===== src/rtl/assert_macros.svh =====
// Assertion helpers shared by the RTL. Each macro checks on the rising edge of clk
// and is held off while rst_n is low.
`ifndef ASSERT_MACROS_SVH
`define ASSERT_MACROS_SVH

`ifndef SYNTHESIS

// prop must hold at every edge outside reset
`define FSPC_ASSERT(lbl, prop, msg) \
    lbl: assert property (@(posedge clk) disable iff (!rst_n) (prop)) else $error(msg);

// cond must never be true outside reset
`define FSPC_NEVER(lbl, cond, msg) \
    lbl: assert property (@(posedge clk) disable iff (!rst_n) !(cond)) else $error(msg);

`else

`define FSPC_ASSERT(lbl, prop, msg)
`define FSPC_NEVER(lbl, cond, msg)

`endif

`endif


===== src/rtl/fspc_pkg.sv =====
`timescale 1ns / 1ps

package fspc_pkg;

    // Configuration register indexes
    localparam logic [1:0] REG_START_CODE      = 2'd0;
    localparam logic [1:0] REG_TICK_PERIOD     = 2'd1;
    localparam logic [1:0] REG_WATCHDOG_RELOAD = 2'd2;

    // Configuration reset values
    localparam logic [7:0]  START_CODE_RESET      = 8'hAA;
    localparam logic [9:0]  TICK_PERIOD_RESET     = 10'd50;
    localparam logic [15:0] WATCHDOG_RELOAD_RESET = 16'd1000;

    // Input item kinds carried on tuser
    localparam logic OP_BYTE = 1'b0;
    localparam logic OP_TICK = 1'b1;

    // Number of stored payload bytes (two speed words and the enable byte)
    localparam int PAYLOAD_DEPTH = 5;
    localparam int POS_W         = $clog2(PAYLOAD_DEPTH);

    // Frame parser phases, one-hot
    typedef enum logic [3:0] {
        PH_START  = 4'b0001,
        PH_LENGTH = 4'b0010,
        PH_DATA   = 4'b0100,
        PH_CHECK  = 4'b1000
    } phase_t;

    // What the parser reports for the byte it is handed
    typedef struct packed {
        logic        good_frame;
        logic        bad_check;
        logic        load_speeds;
        logic [15:0] left_speed;
        logic [15:0] right_speed;
        logic [7:0]  enable_value;
    } parse_status_t;

    // One result item, laid out as it appears on m_tdata (left_drive lowest)
    typedef struct packed {
        logic [4:0]  pad;
        logic        checksum_error;
        logic        frame_accepted;
        logic        link_led;
        logic [7:0]  motor_enable;
        logic [15:0] right_drive;
        logic [15:0] left_drive;
    } result_t;

endpackage


===== src/rtl/fspc_parser.sv =====
`timescale 1ns / 1ps

// Start / length / data / XOR checksum frame parser with the payload store
module fspc_parser (
    input  logic                   clk,
    input  logic                   rst_n,
    input  logic                   byte_valid,
    input  logic [7:0]             rx_byte,
    input  logic [7:0]             start_code,
    output fspc_pkg::parse_status_t status
);

    fspc_pkg::phase_t phase_reg, phase_next;
    logic [7:0] xor_reg, xor_next;
    logic [7:0] length_reg, length_next;
    logic [7:0] pos_reg, pos_next;
    logic [7:0] payload_reg [fspc_pkg::PAYLOAD_DEPTH];
    logic       payload_we;
    logic       good;
    logic       bad;

    // Next-state logic for the phase machine
    always_comb
    begin
        phase_next  = phase_reg;
        xor_next    = xor_reg;
        length_next = length_reg;
        pos_next    = pos_reg;
        payload_we  = 1'b0;
        good        = 1'b0;
        bad         = 1'b0;
        if (byte_valid)
        begin
            case (phase_reg)
                fspc_pkg::PH_START:
                begin
                    if (rx_byte == start_code)
                    begin
                        phase_next = fspc_pkg::PH_LENGTH;
                    end
                    xor_next = rx_byte;
                end
                fspc_pkg::PH_LENGTH:
                begin
                    length_next = rx_byte;
                    pos_next    = 8'd0;
                    xor_next    = xor_reg ^ rx_byte;
                    phase_next  = fspc_pkg::PH_DATA;
                end
                fspc_pkg::PH_DATA:
                begin
                    payload_we = (pos_reg < 8'(fspc_pkg::PAYLOAD_DEPTH));
                    xor_next   = xor_reg ^ rx_byte;
                    pos_next   = pos_reg + 8'd1;
                    // a zero length still consumes one data byte
                    if (pos_next >= length_reg)
                    begin
                        phase_next = fspc_pkg::PH_CHECK;
                    end
                end
                fspc_pkg::PH_CHECK:
                begin
                    good       = (rx_byte == xor_reg);
                    bad        = (rx_byte != xor_reg);
                    phase_next = fspc_pkg::PH_START;
                end
                default:
                begin
                    phase_next = fspc_pkg::PH_START;
                end
            endcase
        end
    end

    // Parser control state
    always_ff @(posedge clk or negedge rst_n)
    begin
        if (!rst_n)
        begin
            phase_reg  <= fspc_pkg::PH_START;
            xor_reg    <= 8'd0;
            length_reg <= 8'd0;
            pos_reg    <= 8'd0;
        end
        else
        begin
            phase_reg  <= phase_next;
            xor_reg    <= xor_next;
            length_reg <= length_next;
            pos_reg    <= pos_next;
        end
    end

    // Payload store, only read after being written in the same frame
    always_ff @(posedge clk)
    begin
        if (payload_we)
        begin
            payload_reg[pos_reg[fspc_pkg::POS_W-1:0]] <= rx_byte;
        end
    end

    // Status toward the motor state, speed words are big endian
    always_comb
    begin
        status.good_frame   = good;
        status.bad_check    = bad;
        status.load_speeds  = good && (length_reg >= 8'(fspc_pkg::PAYLOAD_DEPTH));
        status.left_speed   = {payload_reg[0], payload_reg[1]};
        status.right_speed  = {payload_reg[2], payload_reg[3]};
        status.enable_value = payload_reg[4];
    end

endmodule


===== src/rtl/framed_speed_command_parser_core.sv =====
`timescale 1ns / 1ps
`include "assert_macros.svh"

// Channel   Direction  Signals                          Contents
// s_*       in         s_tvalid s_tready s_tdata s_tuser  received byte / update tick
// m_*       out        m_tvalid m_tready m_tdata          motor words and frame flags
// cfg_*     in         cfg_valid cfg_ready cfg_index cfg_data  register writes
//
// One input item per cycle while s_tready is high; its result is registered for m_*.
// All state update for an item happens in the cycle it is accepted.
// A two-entry output buffer (output register plus skid) lets s_tready stay high while a
// result waits; s_tready drops only when both entries are full.
// cfg_ready is always high. Reset clears all control state and loads register defaults.
module framed_speed_command_parser_core (
    input  logic        clk,
    input  logic        rst_n,
    input  logic        s_tvalid,
    output logic        s_tready,
    input  logic [7:0]  s_tdata,   // [7:0] rx_byte
    input  logic        s_tuser,   // [0] operation
    output logic        m_tvalid,
    input  logic        m_tready,
    output logic [47:0] m_tdata,   // [15:0] left_drive, [31:16] right_drive,
                                   // [39:32] motor_enable, [40] link_led,
                                   // [41] frame_accepted, [42] checksum_error
    input  logic        cfg_valid,
    output logic        cfg_ready,
    input  logic [1:0]  cfg_index,
    input  logic [15:0] cfg_data
);

    logic [7:0]  start_code_reg;
    logic [9:0]  tick_period_reg;
    logic [15:0] wd_reload_reg;

    logic [15:0] left_speed_reg, left_speed_next;
    logic [15:0] right_speed_reg, right_speed_next;
    logic [7:0]  enable_reg, enable_next;
    logic [15:0] wd_reg, wd_next;
    logic        led_reg, led_next;

    logic        in_fire;
    logic        tick_fire;
    logic        wd_expired;
    fspc_pkg::parse_status_t status;
    fspc_pkg::result_t       result;

    fspc_pkg::result_t out_reg, skid_reg;
    logic              out_valid_reg, skid_valid_reg;
    logic              out_fire;

    assign s_tready  = !skid_valid_reg;
    assign in_fire   = s_tvalid && s_tready;
    assign tick_fire = in_fire && (s_tuser == fspc_pkg::OP_TICK);
    assign cfg_ready = 1'b1;

    // Configuration registers; indexes past the list are dropped
    always_ff @(posedge clk or negedge rst_n)
    begin
        if (!rst_n)
        begin
            start_code_reg  <= fspc_pkg::START_CODE_RESET;
            tick_period_reg <= fspc_pkg::TICK_PERIOD_RESET;
            wd_reload_reg   <= fspc_pkg::WATCHDOG_RELOAD_RESET;
        end
        else if (cfg_valid && cfg_ready)
        begin
            case (cfg_index)
                fspc_pkg::REG_START_CODE:      start_code_reg  <= cfg_data[7:0];
                fspc_pkg::REG_TICK_PERIOD:     tick_period_reg <= cfg_data[9:0];
                fspc_pkg::REG_WATCHDOG_RELOAD: wd_reload_reg   <= cfg_data;
                default:                       ;
            endcase
        end
    end

    fspc_parser u_parser (
        .clk        (clk),
        .rst_n      (rst_n),
        .byte_valid (in_fire && (s_tuser == fspc_pkg::OP_BYTE)),
        .rx_byte    (s_tdata),
        .start_code (start_code_reg),
        .status     (status)
    );

    assign wd_expired = (wd_reg < {6'd0, tick_period_reg});

    // Motor words, watchdog and link indicator
    always_comb
    begin
        left_speed_next  = left_speed_reg;
        right_speed_next = right_speed_reg;
        enable_next      = enable_reg;
        wd_next          = wd_reg;
        led_next         = led_reg;
        if (tick_fire)
        begin
            if (wd_expired)
            begin
                left_speed_next  = 16'd0;
                right_speed_next = 16'd0;
                led_next         = 1'b0;
            end
            else
            begin
                wd_next = wd_reg - {6'd0, tick_period_reg};
            end
        end
        else if (status.good_frame)
        begin
            if (status.load_speeds)
            begin
                left_speed_next  = status.left_speed;
                right_speed_next = status.right_speed;
                enable_next      = status.enable_value;
            end
            wd_next  = wd_reload_reg;
            led_next = 1'b1;
        end
    end

    always_ff @(posedge clk or negedge rst_n)
    begin
        if (!rst_n)
        begin
            left_speed_reg  <= 16'd0;
            right_speed_reg <= 16'd0;
            enable_reg      <= 8'd0;
            wd_reg          <= 16'd0;
            led_reg         <= 1'b0;
        end
        else
        begin
            left_speed_reg  <= left_speed_next;
            right_speed_reg <= right_speed_next;
            enable_reg      <= enable_next;
            wd_reg          <= wd_next;
            led_reg         <= led_next;
        end
    end

    // Result of the item accepted this cycle
    always_comb
    begin
        result.pad            = '0;
        result.checksum_error = status.bad_check;
        result.frame_accepted = status.good_frame;
        result.link_led       = led_next;
        result.motor_enable   = enable_next;
        result.right_drive    = right_speed_next;
        result.left_drive     = 16'd0 - left_speed_next;
    end

    // Output register with skid entry
    assign out_fire = out_valid_reg && m_tready;

    always_ff @(posedge clk or negedge rst_n)
    begin
        if (!rst_n)
        begin
            out_valid_reg  <= 1'b0;
            skid_valid_reg <= 1'b0;
        end
        else if (skid_valid_reg)
        begin
            if (out_fire)
            begin
                skid_valid_reg <= 1'b0;
            end
        end
        else if (in_fire)
        begin
            if (!out_valid_reg || out_fire)
            begin
                out_valid_reg <= 1'b1;
            end
            else
            begin
                skid_valid_reg <= 1'b1;
            end
        end
        else if (out_fire)
        begin
            out_valid_reg <= 1'b0;
        end
    end

    always_ff @(posedge clk)
    begin
        if (skid_valid_reg)
        begin
            if (out_fire)
            begin
                out_reg <= skid_reg;
            end
        end
        else if (in_fire)
        begin
            if (!out_valid_reg || out_fire)
            begin
                out_reg <= result;
            end
            else
            begin
                skid_reg <= result;
            end
        end
    end

    assign m_tvalid = out_valid_reg;
    assign m_tdata  = out_reg;

    // Checks
    `FSPC_ASSERT(a_skid_behind_out, skid_valid_reg |-> out_valid_reg, "skid full with output empty")
    `FSPC_NEVER(a_flags_exclusive, out_valid_reg && out_reg.frame_accepted && out_reg.checksum_error, "accept and error together")
    `FSPC_ASSERT(a_good_sets_led, (out_valid_reg && out_reg.frame_accepted) |-> out_reg.link_led, "good frame without link")
    `FSPC_ASSERT(a_skid_holds, (skid_valid_reg && !m_tready) |=> (skid_valid_reg && $stable(skid_reg)), "skid entry lost")
    `FSPC_NEVER(a_tick_no_flags, tick_fire && (status.good_frame || status.bad_check), "parser flagged on a tick")

endmodule


===== config.mk =====
export PLATFORM = sky130hd
export DESIGN_NAME = framed_speed_command_parser_core
export DESIGN_NICKNAME = d
export VERILOG_FILES = /design/src/rtl/fspc_pkg.sv /design/src/rtl/fspc_parser.sv /design/src/rtl/framed_speed_command_parser_core.sv
export VERILOG_INCLUDE_DIRS = /design/src /design/src/rtl
export SDC_FILE = /design/constraint.sdc
export NUM_CORES = 1
export LEC_CHECK = 0
export ABC_AREA = 1
export BUFFER_PORTS_ARGS = -buffer_cell sky130_fd_sc_hd__buf_2
export CAP_MARGIN = 20
export CORE_ASPECT_RATIO = 0.5
export CORE_MARGIN = 2
export CORE_UTILIZATION = 52
export DETAILED_ROUTE_END_ITERATION = 16
export PLACE_DENSITY_LB_ADDON = 0.05
export SYNTH_ARGS = -nofsm -noshare
export SYNTH_HDL_FRONTEND = slang
export SYNTH_SLANG_ARGS = --single-unit

===== constraint.sdc =====
create_clock -name clk -period 3.9 [get_ports clk]
set_input_delay 0.39 -clock clk [delete_from_list [all_inputs] [get_ports clk]]
set_output_delay 0.39 -clock clk [all_outputs]
set_load 0.01 [all_outputs]

; Word-level counts from Yosys, hierarchy flattened
; Memories as Yosys holds them, arrays and structs flattened.
; Index checks and enable logic that the tools add are counted.
[word_totals]
ram_bits = 40
elab_cells = 121
n_memories = 1
ff_bits = 212
[op_classes]
order_cmp = 4
reduce_logical = 27
bitwise = 4
muxes = 41
n_addsub = 3
n_eq_ne = 14
[memory_table]
columns = name, words, width, read_ports, rd_ports_with_merged_regs, wr, line_no
row1 = u_parser.payload_reg, 5, 8, 5, 0, 1, fspc_parser.sv:17  ; logic [7:0] payload_reg [fspc_pkg::PAYLOAD_DEPTH];
[op_table]
columns = op, n
row1 = 2-to-1 mux 48 bit, 4
row2 = 2-to-1 mux 16 bit, 11
row3 = one-hot mux 8 bit (2 select lines), 2
row4 = 2-to-1 mux 8 bit, 3
row5 = 2-to-1 mux 1 bit, 18
row6 = equality test 8 bit, 2
row7 = less-than comparator 16 x 10 -> 1 bit, 1
row8 = subtractor 1 x 16 -> 16 bit (first input constant), 1
row9 = subtractor 16 x 10 -> 16 bit, 1
row10 = AND reduction 2 bit, 7
row11 = one-hot mux 4 bit (3 select lines), 1
row12 = AND reduction 3 bit, 4
row13 = nonzero test 2 bit, 6
row14 = adder 8 x 1 -> 8 bit (second input constant), 1
row15 = >= comparator 8 x 3 -> 1 bit (second input constant), 1
row16 = >= comparator 8 bit, 1
row17 = less-than comparator 8 x 3 -> 1 bit (second input constant), 1
row18 = 2-to-1 mux 4 bit, 2
row19 = != test 2 x 1 -> 1 bit (second input constant), 4
row20 = != test 8 bit, 1
row21 = XOR 8 bit, 1
row22 = logical AND 1 bit, 5
row23 = equality test 4 x 1 -> 1 bit (second input constant), 1
row24 = equality test 4 x 2 -> 1 bit (second input constant), 1
row25 = 10 further kinds, 13

; Longest topological paths before layout
[depth]
word_depth = 12
depth_mapped = 19

; Modules after synthesis
; From an unflattened synthesis, not the netlist that was laid out.
[unflattened]
hier_cells = 1177
hier_area_um2 = 11404.7
[by_module_without_submodules]
columns = mod, area_each_um2, seq_area_each_um2, cells_each, instances
row1 = framed_speed_command_parser_core, 8246.7, 4926.0, 873, 1
row2 = fspc_parser, 3158.0, 1903.1, 304, 1

; Worst setup path before layout
; OpenSTA, ideal clock, no wires.
[synth_timing]
path_kind = register to register
start = register skid_valid_reg
end = register out_reg (netlist bit m_tdata[0]), enable pin
arrival_time_ns = 2.613
period_less_slack_ns = 3.057
n_path_buf = 1
path_stages_with_launch = 4
path_slack_ns = 0.843
setup_ns = 0.443
cell_sequence = dfrtp_1 > clkbuf_1 > a21oi_1 > nor2_1
[synth_between]
elab_chain_cells = 4
elab_cells_between_ends = 6
classes_between = eq/ne: 1 / reduce/logical: 5
[synth_lines]
columns = item, line_no
row1 = from (decl), framed_speed_command_parser_core.sv:49  ; logic out_valid_reg, skid_valid_reg;
row2 = from (signal assigned), framed_speed_command_parser_core.sv:162  ; skid_valid_reg <= 1'b0;
row3 = from (signal assigned), framed_speed_command_parser_core.sv:168  ; skid_valid_reg <= 1'b0;
row4 = from (signal assigned), framed_speed_command_parser_core.sv:179  ; skid_valid_reg <= 1'b1;
row5 = logical NOT 1 bit, framed_speed_command_parser_core.sv:52  ; assign s_tready = !skid_valid_reg;
row6 = logical AND 1 bit, framed_speed_command_parser_core.sv:53  ; assign in_fire = s_tvalid && s_tready;
row7 = nonzero test 2 bit (no line), -
row8 = AND reduction 3 bit (no line) (*), -
row9 = to (signal assigned), framed_speed_command_parser_core.sv:194  ; out_reg <= skid_reg;
row10 = to (signal assigned), framed_speed_command_parser_core.sv:201  ; out_reg <= result;
row11 = to (decl), framed_speed_command_parser_core.sv:48  ; fspc_pkg::result_t out_reg, skid_reg;
; Mark *: on every way between the ends. The rest lies on a longest branch, timed or not.
; A chain may end at the register's enable or synchronous reset.

==> results.toml <==
[cts]
cts_max_level = 1
cts.repair.resized = 0
clock_sinks = 247
clockBufferDepth = 3
cts_tree = "done"
clkSlewWorstSetupHoldPaths_ns = 0.07
cts.hold.buffers_added = 1
worstSkewPairLatency_ns = 0.52
cts_buffers = 23
cts_root_buffer = "clkbuf_16"
cts_setup_buffers = 0

[sta]
fmax_ghz = 0.315
tightest_slew_ns = 0.960
fin_skew_ns = 0.0150
rsz0062_at_grt = "no"
setup_violations = 0
finalHoldViolCount = 0
relSlewSlack_pct = 35.8
fin_crit_sh_pct = 81.3
fin_crit_ns = 3.17
final.setup.tns_ns = 0
drv_slew = 0

[route]
vias = 7801
first_pass_iters = 5
vias_per_cell = 5.31
drc_errors = 0
totalWireLength_mm = 24.5
drtIter0Drc = 549
ant_nets = 0
wl_per_cell_um = 16.7

[critical_path]
r2r_start = "tick_period_reg[5]"
worstPathArrival_ns = 3.45
crit_top_cell = "nand2_1"
critPathTopFamily = "simple AND/OR/NAND/NOR gates"
max_stage_delay_ns = 0.53
end_kind = "flop"
critPathBufInv = 2
path_cells = "inv_1, ha_1, nand2_1, nand2_1, a21oi_1, nand2_1, nand2_1, nand2_1, nand2_1, nor2_1, nor2_2, ha_1, inv_1, nor3_2, nand3_1, and2_1"
cp_max_fo = 6
crit_end = "skid_reg[12]"
slowest_stage = "dfstp_2"
criticalPathCategory = "reg2reg"
cp_num_cells = 16
required_ns = 4.18
rr_worst_depth = 16
r2r_slack_ns = 0.73
cp-start-kind = "flop"
r2r-end = "skid_reg[12]"
crit_start = "tick_period_reg[5]"

[floorplanning]
start_util_pct = 53.8
core_area_um2 = 20800
die_x_um = 212
die-area_um2 = 22800
die_y_um = 108
ios = 83
rows = 37

[logic_synthesis]
async_reset_ff_share_pct = 49.0
synth_top_area_cell = "edfxtp_1"
synth_area_leaders = "edfxtp_1 (34%), dfrtp_1 (24%), nand2_1 (8.1%)"
netlist_instances = 1098
synth_common_cells = "nand2_1 (241), edfxtp_1 (126), inv_1 (110)"
yosysUniqueCellTypes = 45
ys_ff_latch = 247
yosysTopAreaCellShare_pct = 33.8
avgSynthCellArea_um2 = 10.2
yosysWarnings = 0
synth_most_common_cell = "nand2_1"
synthFlopType = "edfxtp_1"
synth_edf_count = 126
ys_seq_area_share_pct = 61.0
netlist_area_um2 = 11200

[cells_and_area]
nets = 1234
utilization_pct = 60.6
drive_gt1_share_pct = 17.5
antenna_cells = 0
syn2layout_area_growth_pct = 12.8
n_fill_cell = 1770

[run_status]
outcome = "finished, final reports clean"

[grt]
track_usage_pct = 22.8
grt_pass1_wl_mm = 40.7
antenna_found_initial = 0
overflow = 0
first_global_vias = 7722
grt_max_degree = 89

[power_and_ir_drop]
p_leak_nw = 5.79
power_density_nw_per_um2 = 647
peakVddDrop_uv = 348

[placed_design]
place.port_buffers = 76
dp_hpwl_mm = 17.0
globalplace.congestion = 0.879

[hold_path]
hold_path.class = "in2reg"

[job]
max-cap-violations = 0
per-stage QoR:
stage | std cells | hold WS [ns] | cell area [µm²] | total power, mW | setup slack [ns]
2_1_floorplan | 1102 | 0.0944 | 11200 | 5.31 | 0.843
3_3_place_gp | 1427 | 0.373 | 11900 | 5.99 | 0.633
3_5_place_dp | 1427 | 0.380 | 11900 | 6.06 | 0.657
4_1_cts | 1470 | 0.0958 | 12600 | 8.23 | 0.740
5_1_grt | 1470 | 0.107 | 12600 | 8.72 | 0.361
6_report | 1470 | 0.108 | 12600 | 8.18 | 0.728
kinds of logic (layout without fill, tap and decap cells):
kind of cell / count (synthesis) / in the layout / synth area share (%)
other: 2 / 6 / 0.0671
AO/OA/AOI/OAI: 148 / 148 / 7.26
multiplexers: 13 / 13 / 1.31
XOR/XNOR: 23 / 23 / 1.80
buffers and inverters: 162 / 257 / 5.82
adder cells (fa/ha/maj): 22 / 22 / 2.53
AND/OR/NAND/NOR: 481 / 481 / 20.2
flip-flops: 247 / 247 / 61.0
worst min path at each step:
stage / startpoint / to / slack, ns / depth (start not counted)
after global routing: cfg_data[11] / wd_reload_reg[11] / 0.11 / 2
after detailed placement: rst_n / start_code_reg[2] / 0.38 / 1
after global placement: rst_n / start_code_reg[2] / 0.37 / 1
after CTS: cfg_data[15] / wd_reload_reg[15] / 0.1 / 2
final: cfg_data[15] / wd_reload_reg[15] / 0.11 / 2
after floorplan: rst_n / enable_reg[0] / 0.09 / 0
cell type report:
| type | instances | area, µm² | area share, % |
|---|---|---|---|
| repair buffers | 95 | 541 | 4.28 |
| multi-input cells | 693 | 3750 | 29.7 |
| inverters | 120 | 450 | 3.57 |
| clock inverters | 8 | 55.1 | 0.436 |
| flip-flops and latches | 247 | 6830 | 54.1 |
| well taps | 273 | 342 | 2.70 |
| clock buffers | 34 | 667 | 5.28 |
placed cells by master, fill, tap and decap left out, types with 21 or more instances in the layout:
master,count
ha_1,21
buf_2,75
o21ai_0,74
a31oi_1,21
a21oi_1,29
edfxtp_1,126
dfrtp_1,107
nand4_1,22
clkbuf_16,23
inv_1,110
nor2_1,61
nand2_1,241
nand3_1,83
power by group:
part	switching (mW)	leakage, nW	internal [mW]
Clock	0.962	0.355	1.19
Sequential	0.279	2.71	3.38
Combinational	1.54	2.73	0.830
per-layer routing:
metal / GRT usage, % / up-vias / part of all wire (%)
met1: 34.4 / 3755 / 50
met4: 4.83 / 0 / 1.9
li1: - / 3849 / -
met3: 3.82 / 35 / 4.7
met2: 34.8 / 162 / 43
met5: 0 / - / 0
Note: power is estimated with default switching activity, not from simulation.
